===== config.mk =====
export PLATFORM = sky130hd
export DESIGN_NAME = vic_ram
export DESIGN_NICKNAME = d
export VERILOG_FILES = /design/src/design/vic_ram.sv
export SDC_FILE = /design/constraint.sdc
export NUM_CORES = 2
export LEC_CHECK = 0
export BUFFER_PORTS_ARGS = -buffer_cell sky130_fd_sc_hd__buf_2
export CAP_MARGIN = 5
export CORE_ASPECT_RATIO = 2
export CORE_MARGIN = 4
export CORE_UTILIZATION = 35
export DETAILED_ROUTE_END_ITERATION = 8
export SLEW_MARGIN = 20
export SYNTH_ARGS = -nofsm -noshare
export SYNTH_HDL_FRONTEND = slang
export SYNTH_SLANG_ARGS = --single-unit

===== constraint.sdc =====
create_clock -name clk -period 5.2 [get_ports clk]
set_clock_uncertainty 0.05 [all_clocks]
set_input_delay 1.04 -clock clk [delete_from_list [all_inputs] [get_ports clk]]
set_output_delay 1.04 -clock clk [all_outputs]
set_load 0.01 [all_outputs]

===== src/design/vic_ram.sv =====
// generic single-write, single-read ram with registered read data
module vic_ram #(
  parameter int unsigned WIDTH = 32,
  parameter int unsigned DEPTH = 128
) (
  input  logic                     clk,
  input  logic                     we,
  input  logic [$clog2(DEPTH)-1:0] waddr,
  input  logic [WIDTH-1:0]         wdata,
  input  logic                     re,
  input  logic [$clog2(DEPTH)-1:0] raddr,
  output logic [WIDTH-1:0]         rdata
);

  logic [WIDTH-1:0] mem [DEPTH];

  // write port and registered read port
  always_ff @(posedge clk) begin
    if (we) begin
      mem[waddr] <= wdata;
    end
    if (re) begin
      rdata <= mem[raddr];
    end
  end

endmodule


==> run metrics <==
Synth Instances=roughly 6000; maximum clock path buffer count=4; library cells used by synthesis=16; Vias/cell=~5.5; first-pass GRT wire length=~640000 um; CTS sink count=slightly above 4000; worst r2r path cells=4; total CTS buffers=about 330; R2R Setup Slk=approximately 2100 ps; Mapped Area=around 0.16 mm^2; Slew @ Worst Pin=between 1000 and 1500 ps; initial antenna violation count=between 80 and 90; met3 WL=27300 um; Final Hold Fails=0; final std cells w/o fill=between 10000 and 15000; number of port buffers=80; Placed Cells incl. Taps=around 12000; drt drc=0; final setup fails=0; starting density of the core=0.351; vias in the first global route=73900; layout cells sized above 1=0.362; static leakage=around 54 nW; Crit Path Class=in -> reg; most instantiated library cell after synthesis=edfxtp_1; hold path start=wdata[22]; CP endpoint kind=flip-flop; power per cell area=roughly 370 mW/mm^2; relative slew slack=0.185; Area contributors post-synth=edfxtp_1 79%, mux4_2 19%, clkbuf_1 0.44%, nor2_1 0.29%, buf_2 0.25%; reg-to-reg startpoint=mem[117][26]$_DFFE_PP_; Die W=a little under 500 um; CTS resizes=0; Tot Pwr=between 60 and 70 mW; IO Pins=81; worst vdd ir=0.000260 V; via count=71600; clk_lat worst skew=between 900 and 1000 ps; Worst EP arrival=approximately 4500 ps; hold path cells=1; fill count=38400; Total GRT Usage=0.202; antenna viol nets, final=0; r2r endpoint=rdata[26]$_DFFE_PP_; Primary FF master, synth=edfxtp_1; worst hold path class=in -> reg; FF+latch area=roughly 0.12 mm^2; Final GP Congestion=slightly above 0.8; RSZ-0062 raised after global routing=no; largest net degree at the start of global routing=129; Seq/Total Area, Yosys=0.792; 1st-iter DRT viols=~9000; M1 WL=around 150000 um; core area=roughly 0.45 mm^2; Worst Setup Start Kind=input pin; area grow syn2layout=14.6%; clock root cell=clkbuf_16; Yosys top cell by area=edfxtp_1; setup_tns=0 ps; status=finished, final reports clean; syn_area_per_cell=about 26 um^2; Worst EP required=between 5000 and 6000 ps; postcts setup bufs=0; post-place instance area=between 0.15 and 0.2 mm^2; Period Utilization, post-route=0.739; DP Worst Slack=roughly 370 ps; row count=approximately 350; First-pass DRT Iterations=5; die area=roughly 0.46 mm^2; Nets=6491; # Max-Cap Violations=0; Synth top cells by count=4128 x edfxtp_1, 1344 x mux4_2, 182 x clkbuf_1, 122 x nor2_1, 79 x buf_2; dpl hpwl=around 290000 um; clock slew at reported path FFs=approximately 70 ps; met2 WL=around 260000 um; Syn. warnings=0; final worst setup slack=1360 ps; Hold Path Sink=mem[11][22]$_DFFE_PP_; FFs w/ async S/R, synth=0; cell area after layout=0.179 mm^2; worst-path fanout max=28; H-tree Lvls=5; Routed WL=468000 um; Top Metal Used=met5; # hold bufs at CTS=0; Synthesized Nets=between 6000 and 7000; maximum clock frequency=between 200 and 300 MHz; Yosys reg bits=between 4000 and 5000; crit path time final=a little under 4000 ps; EDFF count, synth=around 4100; Slew Limit Fails=0; gr ovfl total=0; CTS tree=yes; wire length per cell=around 36 um; multi-input logic area=0.0323 mm^2; top-area cell type share of the netlist area=0.792; die height=roughly 950 um
critical path, stage by stage:
cell and delay (ps):
buf_12 320, buf_12 290, buf_4 380, mux4_2 580, mux4_2 570, mux4_2 810
mux2_2 390
state kept, by name (all words and copies together) (netlist names):
name   count
mem     4096
rdata     32
how the worst max path moves through the flow:
stage	start	end	slack, ps	cells after the start
3_3_place_gp	raddr[0]	rdata[26]$_DFFE_PP_	400	7
3_5_place_dp	raddr[0]	rdata[26]$_DFFE_PP_	370	7
2_1_floorplan	we	mem[98][0]$_DFFE_PP_	870	3
6_report	raddr[0]	rdata[26]$_DFFE_PP_	1360	7
5_1_grt	raddr[0]	rdata[26]$_DFFE_PP_	1260	7
4_1_cts	raddr[0]	rdata[26]$_DFFE_PP_	1340	7
final cells by class:
class,instances,area share
clock inverter,196,0.0117
clock buffer,387,0.0477
sequential,4128,0.691
tap,5933,0.0414
timing repair buffer,439,0.0237
antenna,349,0.00487
multi-input combinational,1546,0.180
power by group:
group / total, mW / leakage [nW] / switching (mW) / internal (mW)
registers: 36.9 / 37.1 / 0.120 / 36.7
logic: 3.83 / 11.4 / 2.42 / 1.40
clock network: 25.6 / 5.19 / 11.8 / 13.7
total: 66.3 / 53.7 / 14.4 / 51.9
placed cells by master, fill, tap and decap left out, drive strengths merged:
cell / netlist / final
mux2: 32 / 32
nor2b: 7 / 7
bufinv: 0 / 37
diode: 0 / 349
inv: 0 / 13
nor2: 122 / 122
clkinvlp: 0 / 17
nand2b: 2 / 2
or3: 1 / 1
clkbuf: 182 / 387
mux4: 1344 / 1344
buf: 134 / 439
nand3: 12 / 12
nand4: 3 / 3
edfxtp: 4128 / 4128
nand2: 14 / 14
clkinv: 0 / 129
nor3: 9 / 9
routing by layer:
metal | vias up | global-route usage
li1 | 27600 | -
met1 | 40100 | 0.219
met2 | 3163 | 0.373
met3 | 794 | 0.0253
met4 | 14 | 0.126
met5 | - | 0
stage by stage:
step	hold WS, ps	utilization
CTS	315	0.400
detailed placement	1150	0.377
global placement	1160	0.376
floorplan	1090	-
finish	364	0.402
global route	338	0.402
logic make-up (layout without fill, tap and decap cells):
kind of cell / count (synthesis) / after routing / synth area share
mux: 1376 / 1376 / 0.196
flops: 4128 / 4128 / 0.792
simple gates: 170 / 170 / 0.00445
other cells: 0 / 349 / 0
buf+inv: 316 / 1022 / 0.00837
Power figures use the tool's default switching activity.
